$ cat config.mk
export PLATFORM = sky130hd
export DESIGN_NAME = kgf_cell
export DESIGN_NICKNAME = d
export VERILOG_FILES = /design/src/hw/rtl/kuwahara_gray_filter_defines.svh /design/src/hw/rtl/kgf_pkg.sv /design/src/hw/rtl/kgf_cell.sv
export SDC_FILE = /design/constraint.sdc
export NUM_CORES = 1
export LEC_CHECK = 0
export BUFFER_PORTS_ARGS = -buffer_cell sky130_fd_sc_hd__buf_2
export CORE_MARGIN = 4
export CORE_UTILIZATION = 49
export CTS_BUF_LIST = sky130_fd_sc_hd__clkbuf_4
export CTS_CLUSTER_DIAMETER = 80
export DETAILED_ROUTE_END_ITERATION = 6
export PLACE_DENSITY = 0.66
export SLEW_MARGIN = 10
export SYNTH_ARGS = -nofsm -noshare
export SYNTH_HDL_FRONTEND = slang
export SYNTH_SLANG_ARGS = --single-unit
$ cat constraint.sdc
create_clock -name clk -period 1 [get_ports clk]
set_input_delay 0.2 -clock clk [delete_from_list [all_inputs] [get_ports clk]]
set_output_delay 0.2 -clock clk [all_outputs]
set_load 0.05 [all_outputs]
$ cat src/hw/rtl/kuwahara_gray_filter_defines.svh
// Assertion macros shared by the Kuwahara filter RTL.
// Define NO_ASSERTIONS to compile the checks out.
`ifndef KUWAHARA_GRAY_FILTER_DEFINES_SVH
`define KUWAHARA_GRAY_FILTER_DEFINES_SVH
`ifndef NO_ASSERTIONS
// Check that is switched off while reset is active.
`define KGF_ASSERT(lbl, prop, msg) \
    lbl: assert property (@(posedge clk) disable iff (!rst_n) prop) else $error(msg);
// Check that also holds while reset is active.
`define KGF_ASSERT_RST(lbl, prop, msg) \
    lbl: assert property (@(posedge clk) prop) else $error(msg);
`else
`define KGF_ASSERT(lbl, prop, msg)
`define KGF_ASSERT_RST(lbl, prop, msg)
`endif
`endif

$ cat src/hw/rtl/kgf_pkg.sv
// Shared types and constants for the Kuwahara gray filter.
// No dependencies; used by kgf_cell, the top level and the testbench.
package kgf_pkg;

    localparam int PIX_W      = 8;
    localparam int RAD_W      = 3;
    localparam int LW_W       = 11;
    localparam int FH_W       = 12;
    localparam int CCOL_W     = 10;
    localparam int CROW_W     = 12;
    localparam int CFG_IDX_W  = 2;
    localparam int CFG_DATA_W = 12;
    localparam int OUT_DATA_W = 32;
    localparam int NQUAD      = 4;

    // configuration register indexes
    localparam logic [CFG_IDX_W-1:0] CFG_RADIUS       = 2'd0;
    localparam logic [CFG_IDX_W-1:0] CFG_LINE_WIDTH   = 2'd1;
    localparam logic [CFG_IDX_W-1:0] CFG_FRAME_HEIGHT = 2'd2;

    // register reset values
    localparam logic [RAD_W-1:0] RADIUS_RESET = 3'd1;
    localparam logic [LW_W-1:0]  LW_RESET     = 11'd640;
    localparam logic [FH_W-1:0]  FH_RESET     = 12'd480;

    // quadrant order: upper-left, lower-left, upper-right, lower-right
    localparam logic [1:0] QUAD_LAST = 2'd3;

    typedef enum logic [3:0] {
        ST_IDLE,
        ST_SHIFT,
        ST_LOAD,
        ST_SUM,
        ST_DIV_START,
        ST_DIV_WAIT,
        ST_DISP,
        ST_PICK,
        ST_OUT
    } kgf_state_t;

    // controls of one window row cell
    typedef struct packed {
        logic shift;   // take a new column into the live window
        logic load;    // copy live window into the scan chain
        logic rotate;  // move the scan chain one place
    } cell_ctrl_t;

endpackage

$ cat src/hw/rtl/kgf_cell.sv
// One window row cell: live shift row plus a scan row that rotates along the chain.
// Depends on kgf_pkg.
module kgf_cell #(
    parameter int WIN = 9
) (
    input  logic                     clk,
    input  logic                     rst_n,
    input  kgf_pkg::cell_ctrl_t      ctrl,
    input  logic [kgf_pkg::PIX_W-1:0] pix_in,
    input  logic [kgf_pkg::PIX_W-1:0] scan_in,
    output logic [kgf_pkg::PIX_W-1:0] scan_out
);
    import kgf_pkg::*;

    logic [PIX_W-1:0] live_reg [WIN];
    logic [PIX_W-1:0] scan_reg [WIN];

    // live row: newest column at index 0
    always_ff @(posedge clk or negedge rst_n)
    begin
        if (!rst_n)
        begin
            for (int i = 0; i < WIN; i++)
            begin
                live_reg[i] <= '0;
            end
        end
        else if (ctrl.shift)
        begin
            live_reg[0] <= pix_in;
            for (int i = 1; i < WIN; i++)
            begin
                live_reg[i] <= live_reg[i-1];
            end
        end
    end

    // scan row: snapshot, then hands one pixel a cycle to the previous cell while rotate is set
    always_ff @(posedge clk)
    begin
        if (ctrl.load)
        begin
            for (int i = 0; i < WIN; i++)
            begin
                scan_reg[i] <= live_reg[i];
            end
        end
        else if (ctrl.rotate)
        begin
            for (int i = 0; i < WIN - 1; i++)
            begin
                scan_reg[i] <= scan_reg[i+1];
            end
            scan_reg[WIN-1] <= scan_in;
        end
    end

    assign scan_out = scan_reg[0];

endmodule

# [After elaboration in Yosys (flattened, before gate mapping)]
# Memories as Yosys holds them, arrays and structs flattened.
# Index checks and enable logic that the tools add are counted.
[classes] mux=14 bitwise_logic=9
[op_table] op="$mux W8" n=9
[op_table] op="$or A1 B1 Y1" n=9
[op_table] op="$mux W1" n=5
[totals] ff_bits=72 ramBits=72 output_inout_bits=8 elab_cells=33 mem_count=1
[mem_list] name="scan_reg" depth=9 width=8 read_ports=9 rd_ports_with_merged_regs=0 write_ports=9 line="kgf_cell.sv:16" rtl="logic [PIX_W-1:0] scan_reg [WIN];"

# [Logic depth before layout (Yosys ltp)]
[depth] depth_word=4 depth_mapped=4

# [Worst setup path after synthesis]
# OpenSTA, ideal clock, no wires.
[synth_timing] kind="input-to-reg" from="input port ctrl[0] (netlist name)" to="memory scan_reg[0][0], enable pin" t_arrival_ns=1.121 t_required_ns=0.601 setup_slack_ns=-0.520 path_stages=1 cell_sequence="or2_2"
[synth_lines] element="start: declaration" line="kgf_cell.sv:8" rtl="input kgf_pkg::cell_ctrl_t ctrl,"
[synth_lines] element="end: declaration" line="kgf_cell.sv:16"

==> flow_summary.toml <==
[outcome]
status = "finished with violations"
violations = "negative setup slack"

[cells_and_area]
nets = 390
seq_area_um2 = 3964
fin_area_um2 = 7081
multiInputGateArea_um2 = 1911
drive_gt1_share_pct = 57.59
n_antenna_cell = 0
fill_cells = 950
area_delta_synth_final_pct = 15.21

[clock_network]
clock_path_buffers = 2
clkTransAtPathRegs_ns = 0.12
cts.sinks = 144
cts_tree = "yes"
cts_made_buffers = 17
clock_latency_ns = 0.52
clockRootBuffer = "clkbuf_4"
cts_setup_buffers = 0
cts_max_level = 4

[floorplanning]
die_y_um = 120.0
die_area_um2 = 14400
die_w_um = 120.0
start_util_pct = 50.53
boundaryPins = 29
rows = 40
core_area_um2 = 12160

[synth]
ys_ff_latch = 144
yosysWarnings = 0
synth.area.top_cells = "edfxtp_1 35%, dfrtp_1 29%, mux2_4 17%, mux2_2 14%, buf_12 2.6%"
syn_area_um2 = 6146
syn_inst = 314
synth.distinct_cells = 9
seq_area_frac_synth_pct = 64.50
netlist.area_leader.share_pct = 35.18
synth.most_common_cell = "mux2_2"
synth_top_cell_by_area = "edfxtp_1"
synthFlopType = "edfxtp_1"
async_reset_ff_share_pct = 50.00
syn_avg_cell_area_um2 = 19.57
synth_edf_count = 72
syn-num-nets = 335
synthTopCellsByCount = "74 x mux2_2, 72 x dfrtp_1, 72 x edfxtp_1"

[sta]
min_period_ns = 1.304
fin_ws_ns = -0.3036
setup_viol = 8
fmax_mhz = 767.1
max_slew_margin_pct = 84.45
final-hold-violation-count = 0
rsz0062_at_grt = "true"
min_period_over_period_pct = 130.4
slew_violations = 0
fin_skew_ns = 0.01186
worstMarginPinSlew_ns = 0.2332

[setup_path]
critPathLaunchType = "flop"
crit_fanout = 1
critPathSlowestCell = "edfxtp_1"
max_stage_delay_ns = 0.42
critPathTopFamily = "flip-flops"
worst_setup_path_end_kind = "output port"
cp_num_buf_inv = 1
crit_type = "reg2out"
path_cells = "buf_6"
cp.arrival_ns = 1.10
cp.required_ns = 0.80

[route]
vias_per_cell = 4.924
drtAntennaViolNets = 0
drc = 0
drtIter0Drc = 188
detail_route.wl_per_cell_um = 15.27
vias = 2708
first_pass_iters = 4
routed_wl_um = 8398

[pwr]
p_total_uw = 16620
cellLeakagePower_uw = 0.003043
power-per-cell-area_nw_per_um2 = 2347
max-vdd-ir-drop_v = 0.001202

[place]
gp_congestion = 0.6755
postPlaceCellArea_um2 = 6467
place_hpwl_um = 5001
pre_cts_slack_ns = -0.3111
portBuffers = 28

[grt]
grt_pass1_wl_um = 14890
grt_overflow = 0
antenna_found_initial = 0
grt_pass1_vias = 2952
grt_max_degree = 35
grt_usage_pct = 13.33

[run]
maxCapViolCount = 0

[worst_hold_path]
min_path_type = "in2async"
-- cell usage in the layout (no fill, tap or decap), types with 5 or more instances in the layout --
cell           Yosys  layout
buf_12             8      10
buf_2              1      18
buf_4             15       7
buf_6              0       8
bufinv_16          0       7
clkbuf_4           0      17
clkinvlp_4         0       5
dfrtp_1           72      72
dlygate4sd3_1      0      17
edfxtp_1          72      72
mux2_2            74      73
mux2_4            70      71
-- through the flow --
step	instances	util (%)	hold WS, ns	setup TNS (ns)
after floorplan	314	-	-0.09559	-23.10
after global placement	501	53.18	0.07815	-23.97
after detailed placement	501	53.18	0.08267	-26.31
after CTS	550	58.22	0.009320	-2.753
after global routing	550	58.22	0.01290	-3.177
final	550	58.22	0.07093	-2.233
-- per-layer routing --
| layer | vias up | track usage, % | part of all wire [%] |
|---|---|---|---|
| met2 | 42 | 18.97 | 43 |
| met4 | 0 | 4.939 | 1.1 |
| met1 | 1375 | 18.54 | 52 |
| met5 | - | 0 | 0 |
| met3 | 8 | 5.137 | 3.9 |
| li1 | 1283 | - | - |
-- kinds of logic (layout without fill, tap and decap cells) --
family | Yosys count | in the layout | synth area share [%]
muxes | 144 | 144 | 30.66
and+or+nand+nor | 2 | 2 | 0.3257
DFF | 144 | 144 | 64.50
buffers and inverters | 24 | 92 | 4.519
-- where the power goes --
| part | internal, uW | switching, uW |
|---|---|---|
| logic | 2070 | 858 |
| clock network | 2720 | 2060 |
| registers | 8100 | 803 |
| total | 12900 | 3720 |
-- repair_timing --
| action | 4_1_cts | 5_1_grt |
|---|---|---|
| resized for setup | 16 | 0 |
| hold endpoints to repair | 88 | 0 |
| hold buffers | 17 | 0 |
| endpoints found under the setup margin | 8 | 8 |
-- final cells by class --
type / count / share of cell area [%]
sequential: 144 / 55.98
multi-input combinational: 146 / 26.98
timing repair buffer: 60 / 8.517
clock inverter: 15 / 3.746
tap: 168 / 2.969
clock buffer: 17 / 1.802
-- final timing paths --
path / startpoint / endpoint / slack (ns) / depth (start not counted)
max: scan_reg[0][7] / scan_out[7] / -0.30 / 1
min: rst_n / live_reg[3] / 0.07 / 2
max reg2reg: live_reg[48] / scan_reg[0][16] / 0.08 / 1
min reg2reg: live_reg[4] / live_reg[4] / 0.53 / 1
max in group asynchronous: rst_n / live_reg[44] / 0.46 / 3
min in group clk: ctrl[2] / live_reg[5] / 0.15 / 3
(Power assumes the default switching activity.)
