File: src/hw/rtl/kuwahara_gray_filter_defines.svh
// Assertion macros shared by the Kuwahara filter RTL.
// Define NO_ASSERTIONS to compile the checks out.
`ifndef KUWAHARA_GRAY_FILTER_DEFINES_SVH
`define KUWAHARA_GRAY_FILTER_DEFINES_SVH
`ifndef NO_ASSERTIONS
// Check that is switched off while reset is active.
`define KGF_ASSERT(lbl, prop, msg) \
    lbl: assert property (@(posedge clk) disable iff (!rst_n) prop) else $error(msg);
// Check that also holds while reset is active.
`define KGF_ASSERT_RST(lbl, prop, msg) \
    lbl: assert property (@(posedge clk) prop) else $error(msg);
`else
`define KGF_ASSERT(lbl, prop, msg)
`define KGF_ASSERT_RST(lbl, prop, msg)
`endif
`endif

File: src/hw/rtl/kgf_div.sv
// Restoring divider, one quotient bit per cycle.
// No dependencies.
module kgf_div #(
    parameter int DVD_W = 13,
    parameter int DSR_W = 5
) (
    input  logic             clk,
    input  logic             rst_n,
    input  logic             start,
    input  logic [DVD_W-1:0] dividend,
    input  logic [DSR_W-1:0] divisor,
    output logic             done,
    output logic [DVD_W-1:0] quotient
);

    localparam int CNT_W = $clog2(DVD_W + 1);

    logic [DVD_W-1:0] quo_reg;
    logic [DSR_W:0]   rem_reg;
    logic [DSR_W-1:0] dsr_reg;
    logic [CNT_W-1:0] cnt_reg;
    logic             busy_reg;
    logic             done_reg;
    logic [DSR_W:0]   trial;
    logic             fits;

    // trial subtraction of the next partial remainder
    always_comb
    begin
        trial = {rem_reg[DSR_W-1:0], quo_reg[DVD_W-1]};
        fits  = trial >= {1'b0, dsr_reg};
    end

    // control
    always_ff @(posedge clk or negedge rst_n)
    begin
        if (!rst_n)
        begin
            busy_reg <= 1'b0;
            done_reg <= 1'b0;
            cnt_reg  <= '0;
        end
        else
        begin
            done_reg <= 1'b0;
            if (start)
            begin
                busy_reg <= 1'b1;
                cnt_reg  <= CNT_W'(DVD_W);
            end
            else if (busy_reg)
            begin
                cnt_reg <= cnt_reg - 1'b1;
                if (cnt_reg == CNT_W'(1))
                begin
                    busy_reg <= 1'b0;
                    done_reg <= 1'b1;
                end
            end
        end
    end

    // datapath: dividend shifts out, quotient bits shift in
    always_ff @(posedge clk)
    begin
        if (start)
        begin
            quo_reg <= dividend;
            rem_reg <= '0;
            dsr_reg <= divisor;
        end
        else if (busy_reg)
        begin
            quo_reg <= {quo_reg[DVD_W-2:0], fits};
            rem_reg <= fits ? (trial - {1'b0, dsr_reg}) : trial;
        end
    end

    assign done     = done_reg;
    assign quotient = quo_reg;

endmodule

File: config.mk
export PLATFORM = sky130hd
export DESIGN_NAME = kgf_div
export DESIGN_NICKNAME = d
export VERILOG_FILES = /design/src/hw/rtl/kuwahara_gray_filter_defines.svh /design/src/hw/rtl/kgf_div.sv
export SDC_FILE = /design/constraint.sdc
export NUM_CORES = 1
export LEC_CHECK = 0
export ABC_AREA = 1
export BUFFER_PORTS_ARGS = -buffer_cell sky130_fd_sc_hd__buf_2
export CORE_UTILIZATION = 45
export CTS_CLUSTER_DIAMETER = 50
export CTS_CLUSTER_SIZE = 20
export DETAILED_ROUTE_END_ITERATION = 8
export PLACE_DENSITY = 0.72
export SYNTH_ARGS = -nofsm -noshare
export SYNTH_HDL_FRONTEND = slang
export SYNTH_SLANG_ARGS = --single-unit
File: constraint.sdc
create_clock -name clk -period 1.8 [get_ports clk]
set_clock_uncertainty 0.1 [all_clocks]
set_input_delay 0.36 -clock clk [delete_from_list [all_inputs] [get_ports clk]]
set_output_delay 0.36 -clock clk [all_outputs]
set_load 0.1 [all_outputs]
-- Word-level counts from Yosys, hierarchy flattened
Index checks and enable logic that the tools add are counted.
- output and inout bits: 14
- input port bits: 21
- register bits: 29
- word-level logic and storage cells: 22
- equality and inequality tests: 1
- $add $sub $neg: 2
- $lt $le $gt $ge: 1
- muxes and demuxes: 11
- reduce and logical (&&, ||, !) cells: 1
- operators by type and width (kind ; number):
    13-bit 2-to-1 mux ; 2
    4-bit 2-to-1 mux ; 2
    6-bit by 5-bit greater-or-equal comparator with 1-bit output ; 1
    1-bit 2-to-1 mux ; 6
    5-bit 2-to-1 mux ; 1
    5-bit subtractor ; 1
    4-bit by 1-bit == test with 1-bit output (second input constant) ; 1
    4-bit by 1-bit subtractor with 4-bit output (second input constant) ; 1
    2-bit nonzero test ; 1

-- Longest topological paths before layout
Gate-level depths: netlist (run 1).
- word-level depth: 4
- depth in mapped cells: 11

-- Least setup slack after synthesis (run 1)
OpenSTA, ideal clock, no wires.
- kind: register to register
- from: reg quo_reg[12] (netlist: quotient[12])
- to: reg rem_reg[3]
- cell stages (with the launch flop): 12
- buffers on the path: 0
- arrival: 2059 ps
- data required time: 1587 ps
- clock period less this slack: 2272 ps
- slack: -472 ps
- cells stage by stage: edfxtp_1 > inv_1 > ha_1 > inv_1 > fa_1 > nand2_1 > nand2_1 > nand3_4 > nand2_4 > nand2_1 > nand3_1 > nand2_1
- cells in the longest elaborated chain, start to end: 2
- elaborated cells on any way between the ends: 3
- those cells by class: add/sub: 1; order compare: 1; mux: 1
- ends and longest elaborated chain (item ; RTL line ; RTL):
    start, declared ; kgf_div.sv:18 ; logic [DVD_W-1:0] quo_reg;
    start signal, assigned ; kgf_div.sv:68 ; quo_reg <= dividend;
    start signal, assigned ; kgf_div.sv:74 ; quo_reg <= {quo_reg[DVD_W-2:0], fits};
    5-bit subtractor / 6-bit by 5-bit greater-or-equal comparator with 1-bit output (equally long branches) ; kgf_div.sv:75, kgf_div.sv:31 ;
    5-bit 2-to-1 mux * ; kgf_div.sv:75 ; rem_reg <= fits ? (trial - {1'b0, dsr_reg}) : trial;
    end signal, assigned ; kgf_div.sv:75 ;
    end, declared ; kgf_div.sv:19 ; logic [DSR_W:0] rem_reg;
Mark *: on every way between the ends. The rest lies on a longest branch, timed or not.
A chain may end at the register's enable or synchronous reset.

-- Final worst setup path (run 1)
- from: reg quo_reg[12] (netlist: quotient[12])
- to: reg rem_reg[4]
The elaborated chain is that of the path after synthesis.

==> summary.md, run 1 <==
| Metric | Value |
|---|---|
| Power density cells | `about 1400 nW/um^2` |
| Initial antenna violation count | `0` |
| Syn Inst Count | `158` |
| CP endpoint kind | `flip-flop` |
| Leakage | `just under 0.9 nW` |
| FF+latch area | `791 sq um` |
| Status | `complete, no violations` |
| Syn Std Cell Area | `1450 sq um` |
| Via count | `1160` |
| Initial detailed-routing violation count | `42` |
| FMAX | `about 570 MHz` |
| Vias in the first global route | `1077` |
| Num ports | `35` |
| Global-route wire length before repair | `4.75 mm` |
| Number of synthesized flops with an enable pin | `18` |
| Fillers | `282` |
| Gr usage total | `18.9%` |
| Number of distinct library cells after synthesis | `25` |
| Final Hold Viols | `0` |
| P_sw | `~1.1 mW` |
| Routed WL | `about 2.9 mm` |
| Die height | `58.8 um` |
| Internal power | `1.37 mW` |
| Grt ovf | `0` |
| Fin Hold WS | `0.114 ns` |
| GPL Wtd Cong | `0.908` |
| Crit path kind | `reg -> reg` |
| # diodes | `0` |
| Input/output buffers | `34` |
| Syn avg cell area | `a little over 9 sq um` |
| Top post-synthesis cells by area | `edfxtp_1, nand2_1, dfrtp_1, dfxtp_1, ha_1` |
| #FFs+latches synth | `29` |
| Critical Path RT | `1.92 ns` |
| Remaining DRCs | `0` |
| Hold wc startpoint | `divisor[1]` |
| Post-Syn Nets | `187` |
| Layout cells sized above 1 | `32.3%` |
| Worst reg2reg path endpoint | `rem_reg[4]` |
| Part of the power in registers | `37.7%` |
| Core footprint | `3050 sq um` |
| Core Util, Final | `a little under 60%` |
| Dominant cell by count in the synthesized netlist | `nand2_1` |
| Worst EP arrival | `1.87 ns` |
| Syn-to-layout area delta | `23.7%` |
| Row count | `20` |
| Initial Utilization | `47.5%` |
| Pre-antenna DRT Iters | `4` |
| Synth cell count leaders | `nand2_1, edfxtp_1, inv_1` |
| Worst R2R Path Depth | `10` |
| Clock buffer count from CTS | `5` |
| FF-to-FF Start | `quotient[12]` |
| Multi-input gate area | `616 sq um` |
| Post-synth ARST share | `roughly a fifth` |
| Placed Cells | `approximately 240` |
| Crit. Startpoint | `quotient[12]` |
| Sequential area share after synthesis | `54.5%` |
| Synth warnings | `0` |
| Clk sink count | `29` |
| Synth area leader | `edfxtp_1` |
| Placed Area | `approximately 1700 sq um` |
| Die Wd | `58.8 um` |
| Top FF cell, synth | `edfxtp_1` |
| CTS root buf | `clkbuf_4` |
| Max-slew violations | `0` |
| Worst hold-check path type | `in -> reg` |
| Setup crit start kind | `flip-flop` |
| Cell area after layout | `~1800 sq um` |
| CTS tree | `built` |
| Post-route ant nets | `0` |
| Final HPWL DP | `2.15 mm` |
| Worst hold path depth | `1` |
| Drt wl/cell | `11.7 um` |
| Logic pwr share | `between 40% and 50%` |
| Share of the synthesized area in the top cell type | `between 30% and 40%` |
| Final cycle utilization of the critical path | `97.4%` |
| Flop2flop setup slack | `0.05 ns` |
| Fin cells | `245` |
| H-Tree Depth | `2` |
| Max reg flops | `13` |
| CP Max Fanout | `7` |
| Clk Latency, worst-skew pair | `about 0.32 ns` |
| Final setup violation count | `0` |
| Part of the power in the clock network | `16.7%` |
| Via-per-instance ratio | `4.73` |
| VDD IR max | `0.697 mV` |
| Crit path time final | `1.75 ns` |
| Max-cap viol count | `0` |
| CTS clock-pin slew for the worst setup and hold paths | `0.08 ns` |
| Hold Path Sink | `dsr_reg[1]` |
| Full die area | `3450 sq um` |
| Setup TNS | `0 ns` |
| Clock Path Buffers | `2` |
| Layout net count | `229` |
| Slew @ Worst Pin | `0.497 ns` |
| Largest net degree at the start of global routing | `16` |
| Switching Share | `43.7%` |
| RSZ-0062 raised after global routing | `true` |
| Slew HR | `between 60% and 70%` |
[worst max-delay path by stage]
stage | to | slack, ns | depth (start not counted)
2_1_floorplan | quotient[0] | -0.41 | 8
3_3_place_gp | quotient[0] | 0.08 | 8
3_5_place_dp | quotient[0] | 0.001 | 8
4_1_cts | quotient[0] | 0.002 | 8
5_1_grt | rem_reg[0] | -0.07 | 11
6_report | rem_reg[4] | 0.05 | 10
[power by group through the flow]
stage          combinational [mW]  clock, mW  sequential, mW
2_1_floorplan               0.569          0            1.18
3_3_place_gp                0.988          0           0.919
3_5_place_dp                 1.03          0           0.924
4_1_cts                      1.03      0.411           0.911
5_1_grt                      1.21      0.431           0.928
6_report                     1.11      0.404           0.914
[cells in the final DEF, fill, tap and decap left out, types with 2 or more instances in the layout]
cell type and n:
nand2_1 56, buf_2 34, edfxtp_1 18, inv_1 13
nand3_1 11, inv_2 6, nor2_1 6, ha_1 6
dfrtp_1 6, nand2_2 5, clkbuf_4 5, dfxtp_1 5
a21oi_1 4, o21ai_1 3, buf_4 3, clkbuf_1 2
[metrics by stage]
stage | worst slack, ns | power (mW)
floorplan | -0.410 | 1.75
global placement | 0.0843 | 1.91
detailed placement | 0.00116 | 1.95
CTS | 0.00172 | 2.35
global route | -0.0734 | 2.57
finish | 0.0464 | 2.43
[final cells by class]
class / instances / area share [%]
inverter: 19 / 3.97
clock buffer: 8 / 3.28
sequential: 29 / 44.1
multi-input combinational: 107 / 34.3
tap: 44 / 3.07
timing repair buffer: 38 / 11.3
[logic make-up after synthesis]
group	share of synthesized area (%)
fa+ha+maj	7.42
compound gates	3.97
simple gates	27.5
xor+xnor	0.604
flops	54.5
buf+inv	5.95
[layer usage]
metal / track usage (%) / up-vias / part of all wire [%]
met1: 23.2 / 526 / 45
met3: 6.37 / 7 / 3.6
met4: 8.16 / 0 / 1.9
met5: 0 / - / 0
li1: - / 592 / -
met2: 30.4 / 35 / 49
[critical path, stage by stage, from the launching register on]
cell and delay (ns):
edfxtp_1 0.41, inv_2 0.10, ha_4 0.12, inv_2 0.04, fa_2 0.34, nand2_2 0.07, nand2_2 0.07, nand3_4 0.13
nand2_4 0.09, o21ai_2 0.12, nand2_1 0.05
[what timing repair did]
item	in CTS	in global routing
hold buffers	1	0
endpoints found under the hold margin	6	0
pin swaps	0	8
endpoints found under the setup margin	2	6
buffers inserted	0	1
gates resized for setup	1	8
cloned	0	0
No activity file was read; power rests on OpenSTA's default activity.
==> inputs of run 2 (changes only) <==
- PLACE_DENSITY: 0.72 -> 0.69
- clock period: 1.8 -> 2 ns (I/O delays scaled with it)
==> summary.md, run 2 (synthesis results as in run 1) <==
| Metric | Value |
|---|---|
| Leakage | `0.890 nW (-0.31%)` |
| Drt wl/cell | `11.2 um (-4.5%)` |
| Final Hold Viols | `0 (unchanged)` |
| Post-route ant nets | `0 (unchanged)` |
| Routed WL | `2.73 mm (-5.2%)` |
| Gr usage total | `18.8% (-0.094 points)` |
| Syn-to-layout area delta | `22.1%` |
| RSZ-0062 raised after global routing | `false` |
| Initial detailed-routing violation count | `27 (-36%)` |
| Max reg flops | `13 (unchanged)` |
| Commonest non-fill, non-tap cell in the layout | `nand2_1` |
| Max-cap viol count | `0 (unchanged)` |
| Clock Path Buffers | `2 (unchanged)` |
| CTS tree | `built` |
| Row count | `20 (unchanged)` |
| VDD IR max | `0.583 mV (-16%)` |
| GPL Wtd Cong | `0.853 (-6.0%)` |
| Global-route wire length before repair | `4.69 mm (-1.5%)` |
| Via count | `1155 (-0.43%)` |
| Input/output buffers | `34 (unchanged)` |
| Multi-input gate area | `581 sq um (-5.7%)` |
| Critical Path RT | `2.12 ns (+0.20 ns)` |
| # diodes | `0 (unchanged)` |
| Largest net degree at the start of global routing | `16 (unchanged)` |
| Final setup violation count | `0 (unchanged)` |
| Layout net count | `227 (-0.87%)` |
| Via-per-instance ratio | `4.75 (+0.39%)` |
| Vias in the first global route | `1093 (+1.5%)` |
| Power density cells | `1260 nW/um^2 (-6.6%)` |
| Pre-antenna DRT Iters | `4 (unchanged)` |
| Die height | `58.8 um (unchanged)` |
| Slew HR | `67.4% (+0.26 points)` |
| CTS root buf | `clkbuf_4` |
| Worst hold-check path type | `in -> reg` |
| Fillers | `286 (+1.4%)` |
| Full die area | `3450 sq um (unchanged)` |
| Crit path time final | `1.77 ns (+0.0142 ns)` |
| Initial antenna violation count | `0 (unchanged)` |
| Clock buffer count from CTS | `5 (unchanged)` |
| Initial Utilization | `47.5% (unchanged)` |
| H-Tree Depth | `2 (unchanged)` |
| CP Max Fanout | `7 (unchanged)` |
| Final HPWL DP | `2.10 mm (-2.6%)` |
| FMAX | `566 MHz (-0.80%)` |
| Slew @ Worst Pin | `0.493 ns (-0.00388 ns)` |
| Clk Latency, worst-skew pair | `0.32 ns (about the same)` |
| Remaining DRCs | `0 (unchanged)` |
| Most frequent cells in the layout | `nand2_1, buf_2, edfxtp_1` |
| Status | `complete, no violations` |
| Clk sink count | `29 (unchanged)` |
| Setup crit start kind | `flip-flop` |
| Layout cells sized above 1 | `28.1% (-4.2 points)` |
| Core footprint | `3050 sq um (unchanged)` |
| Fin Hold WS | `0.147 ns (+0.0334 ns)` |
| Max-slew violations | `0 (unchanged)` |
| CP endpoint kind | `flip-flop` |
| Die Wd | `58.8 um (unchanged)` |
| Final cycle utilization of the critical path | `88.4% (-9.0 points)` |
| FF+latch area | `791 sq um (unchanged)` |
| Num ports | `35 (unchanged)` |
| Crit path kind | `reg -> reg` |
| Worst EP arrival | `1.89 ns (+0.02 ns)` |
| CTS clock-pin slew for the worst setup and hold paths | `0.09 ns (about the same)` |
| Grt ovf | `0 (unchanged)` |
| Power Total | `2.24 mW (-7.8%)` |
==> run 2: area by class of cell <==
class | count | share of cell area, %
sequential | 29 | 44.7
clock buffer | 7 | 3.11
timing repair buffer | 36 | 10.6
tap | 44 | 3.11
clock inverter | 1 | 1.70
inverter | 19 | 4.03
multi-input combinational | 107 | 32.8
==> run 2: path summary, 6_finish.rpt <==
| check | start | endpoint | slack [ns] | cells after the start |
|---|---|---|---|---|
| max | quotient[12] | rem_reg[4] | 0.23 | 10 |
| min | divisor[0] | dsr_reg[0] | 0.15 | 1 |
| max reg2reg | quotient[12] | rem_reg[4] | 0.23 | 10 |
| min reg2reg | rem_reg[4] | rem_reg[4] | 0.37 | 2 |
| max in group asynchronous | rst_n | done | 1.36 | 2 |
| min in group asynchronous | rst_n | cnt_reg[2] | 0.30 | 2 |
==> run 2: timing repair <==
action,CTS,global route
buffers inserted,0,0
hold buffers,1,0
gates resized for setup,0,0
endpoints found under the hold margin,6,0
==> run 2: report_power, final <==
| group | total (mW) | switching [mW] | internal, mW | leakage, nW |
|---|---|---|---|---|
| Clock | 0.500 | 0.201 | 0.298 | 0.0455 |
| Combinational | 0.919 | 0.635 | 0.284 | 0.546 |
| Sequential | 0.817 | 0.0722 | 0.745 | 0.298 |
| Total | 2.24 | 0.909 | 1.33 | 0.890 |
==> run 2: worst max-delay path, cell delays in order, from the launching register on <==
cell and delay (ns):
edfxtp_1 0.39, inv_1 0.09, ha_2 0.18, inv_2 0.04
fa_2 0.36, nand2_1 0.08, nand2_2 0.07, nand3_4 0.11
nand2_4 0.08, o21ai_1 0.11, nand2_1 0.06
==> run 2: routing by layer <==
layer  share of wire, %  GRT usage [%]
met5                  0              0
met4                2.9           9.86
met3                4.7           6.59
met2                 50           30.8
met1                 43           21.7
==> run 2: per-stage QoR <==
step	instances	setup slack, ns	util, %	TNS [ns]	cell area [sq um]
2_1_floorplan	158	-0.210	-	-1.23	1460
3_3_place_gp	234	0.293	54.9	0	1680
3_5_place_dp	234	0.232	54.9	0	1680
4_1_cts	243	0.227	58.0	0	1770
5_1_grt	243	0.111	58.0	0	1770
6_report	243	0.232	58.0	0	1770
==> inputs of run 3 (changes only) <==
- CORE_ASPECT_RATIO: not set -> 0.5
- REMOVE_ABC_BUFFERS: not set -> 1
- clock period: 2 -> 1.9 ns (I/O delays scaled with it)
==> summary.md, run 3 (synthesis results as in run 1) <==
| Metric | Value |
|---|---|
| Clk sink count | `29 (unchanged)` |
| CTS root buf | `clkbuf_8` |
| CP Max Fanout | `7 (unchanged)` |
| VDD IR max | `0.582 mV (-0.14%)` |
| Commonest non-fill, non-tap cell in the layout | `nand2_1` |
| Via count | `1125 (-2.6%)` |
| Die Wd | `82.3 um (+40%)` |
| Grt ovf | `0 (unchanged)` |
| FMAX | `570 MHz (+0.79%)` |
| Part of the power in the clock network | `22.1% (-0.3 points)` |
| Max-slew violations | `0 (unchanged)` |
| Final Hold Viols | `0 (unchanged)` |
| Most frequent cells in the layout | `nand2_1, buf_2, edfxtp_1` |
| Placed Cells | `230 (-1.7%)` |
| Worst hold-check path type | `in -> reg` |
| Crit path kind | `reg -> reg` |
| Critical Path RT | `2.03 ns (-0.09 ns)` |
| Max-cap viol count | `0 (unchanged)` |
| Global-route wire length before repair | `4.36 mm (-6.9%)` |
| Initial detailed-routing violation count | `74 (+170%)` |
| Internal power | `1.37 mW (+2.9%)` |
| Switching Share | `41.4% (+0.75 points)` |
| Drt wl/cell | `10.5 um (-6.2%)` |
| Leakage | `0.896 nW (+0.67%)` |
| Initial antenna violation count | `0 (unchanged)` |
| Clock buffer count from CTS | `5 (unchanged)` |
| H-Tree Depth | `2 (unchanged)` |
| Row count | `14 (-30%)` |
| Slew @ Worst Pin | `0.488 ns (-0.00448 ns)` |
| Critical Path Sink | `rem_reg[4]` |
| Worst reg2reg path endpoint | `rem_reg[4]` |
| GPL Wtd Cong | `0.817 (-4.2%)` |
| Initial Utilization | `47.9% (+0.35 points)` |
| Slew HR | `67.7% (+0.30 points)` |
| Setup WS pre-CTS | `0.106 ns (-0.126 ns)` |
| Clock Path Buffers | `2 (unchanged)` |
| Crit path time final | `1.75 ns (-0.0138 ns)` |
| Gr usage total | `17.5% (-1.3 points)` |
| Final HPWL DP | `1.87 mm (-11%)` |
| Total setup buffers inserted after CTS | `0 (unchanged)` |
| Power Total | `2.33 mW (+4.2%)` |
| Via-per-instance ratio | `4.71 (-0.97%)` |
| Full die area | `3470 sq um (+0.40%)` |
| Layout net count | `227 (unchanged)` |
| Setup crit start kind | `flip-flop` |
| Final setup violation count | `0 (unchanged)` |
| Max reg flops | `13 (unchanged)` |
| Worst R2R Path Depth | `11 (+1)` |
| Fin cells | `239 (-1.6%)` |
| Part of the power in registers | `37.0% (+0.5 points)` |
| Status | `complete, no violations` |
| Layout cells sized above 1 | `27.1% (-1.0 points)` |
| Die height | `42.1 um (-28%)` |
| FF-to-FF Start | `quotient[12]` |
| Logic pwr share | `40.9% (-0.2 points)` |
| Power density cells | `1320 nW/um^2 (+4.2%)` |
| Setup TNS | `0 ns (unchanged)` |
| Vias in the first global route | `1018 (-6.9%)` |
| Pre-antenna DRT Iters | `4 (unchanged)` |
| Final cycle utilization of the critical path | `92.3% (+3.9 points)` |
| Largest net degree at the start of global routing | `17 (+1)` |
| CTS clock-pin slew for the worst setup and hold paths | `0.06 ns (-0.03 ns)` |
| # diodes | `0 (unchanged)` |
| Routed WL | `2.52 mm (-7.7%)` |
| Input/output buffers | `34 (unchanged)` |
| Clk Latency, worst-skew pair | `0.28 ns (-0.04 ns)` |
| CP endpoint kind | `flip-flop` |
| Syn-to-layout area delta | `22.1% (unchanged)` |
| Flop2flop setup slack | `0.15 ns (-0.09 ns)` |
| Post-route ant nets | `0 (unchanged)` |
| Worst EP arrival | `1.88 ns (about the same)` |
| Core footprint | `3030 sq um (-0.74%)` |
| Num ports | `35 (unchanged)` |
| P_sw | `0.964 mW (+6.1%)` |
| Remaining DRCs | `0 (unchanged)` |
| Final WS setup | `0.146 ns (-0.0862 ns)` |
| CTS tree | `built` |
| Crit. Startpoint | `quotient[12]` |
==> run 3: worst max-delay path, stage by stage (launching register included) <==
cell	delay (ns)
edfxtp_1	0.37
inv_1	0.09
ha_1	0.14
inv_1	0.06
fa_2	0.34
nand2_1	0.07
nand2_1	0.10
nand3_4	0.12
nand2_1	0.07
nor2_1	0.13
o21ai_2	0.06
nand2_1	0.05
==> run 3: worst min path at each step <==
stage / cells after the start / startpoint / endpoint / slack [ns]
2_1_floorplan: 0 / rst_n / busy_reg / -0.02
3_3_place_gp: 1 / rst_n / cnt_reg[2] / 0.11
3_5_place_dp: 1 / rst_n / cnt_reg[2] / 0.11
4_1_cts: 1 / divisor[0] / dsr_reg[0] / 0.16
5_1_grt: 1 / divisor[0] / dsr_reg[0] / 0.16
6_report: 1 / divisor[0] / dsr_reg[0] / 0.17
==> run 3: area by class of cell <==
type	instances	area, sq um
sequential	29	791
clock buffer	6	82.6
tap	40	50.0
timing repair buffer	36	188
clock inverter	2	8.76
inverter	19	71.3
fill	267	1260
multi-input combinational	107	579
==> run 3: timing repair <==
item	CTS	global route
gates resized for setup	0	2
setup endpoints to repair	0	6
hold buffers	1	0
endpoints found under the hold margin	6	0
==> run 3: power groups by stage <==
stage,registers [mW],clock network [mW],logic [mW]
finish,0.862,0.516,0.953
global placement,0.870,0,0.929
CTS,0.862,0.530,0.945
detailed placement,0.871,0,0.942
global route,0.883,0.555,1.06
floorplan,1.12,0,0.521
==> run 3: metrics by stage <==
stage / hold WS [ns] / instance area, sq um / utilization, %
final: 0.169 / 1770 / 58.4
after global routing: 0.164 / 1770 / 58.4
after CTS: 0.161 / 1760 / 58.2
after detailed placement: 0.110 / 1660 / 54.9
after global placement: 0.108 / 1660 / 54.9
after floorplan: -0.0156 / 1440 / -
==> run 3: metal layers <==
metal / part of all wire [%] / vias to the layer above / track usage (%)
met3: 3.5 / 5 / 5.87
met4: 1.7 / 0 / 8.42
met1: 51 / 514 / 23.9
met2: 44 / 18 / 25.0
met5: 0 / - / 0
li1: - / 588 / -
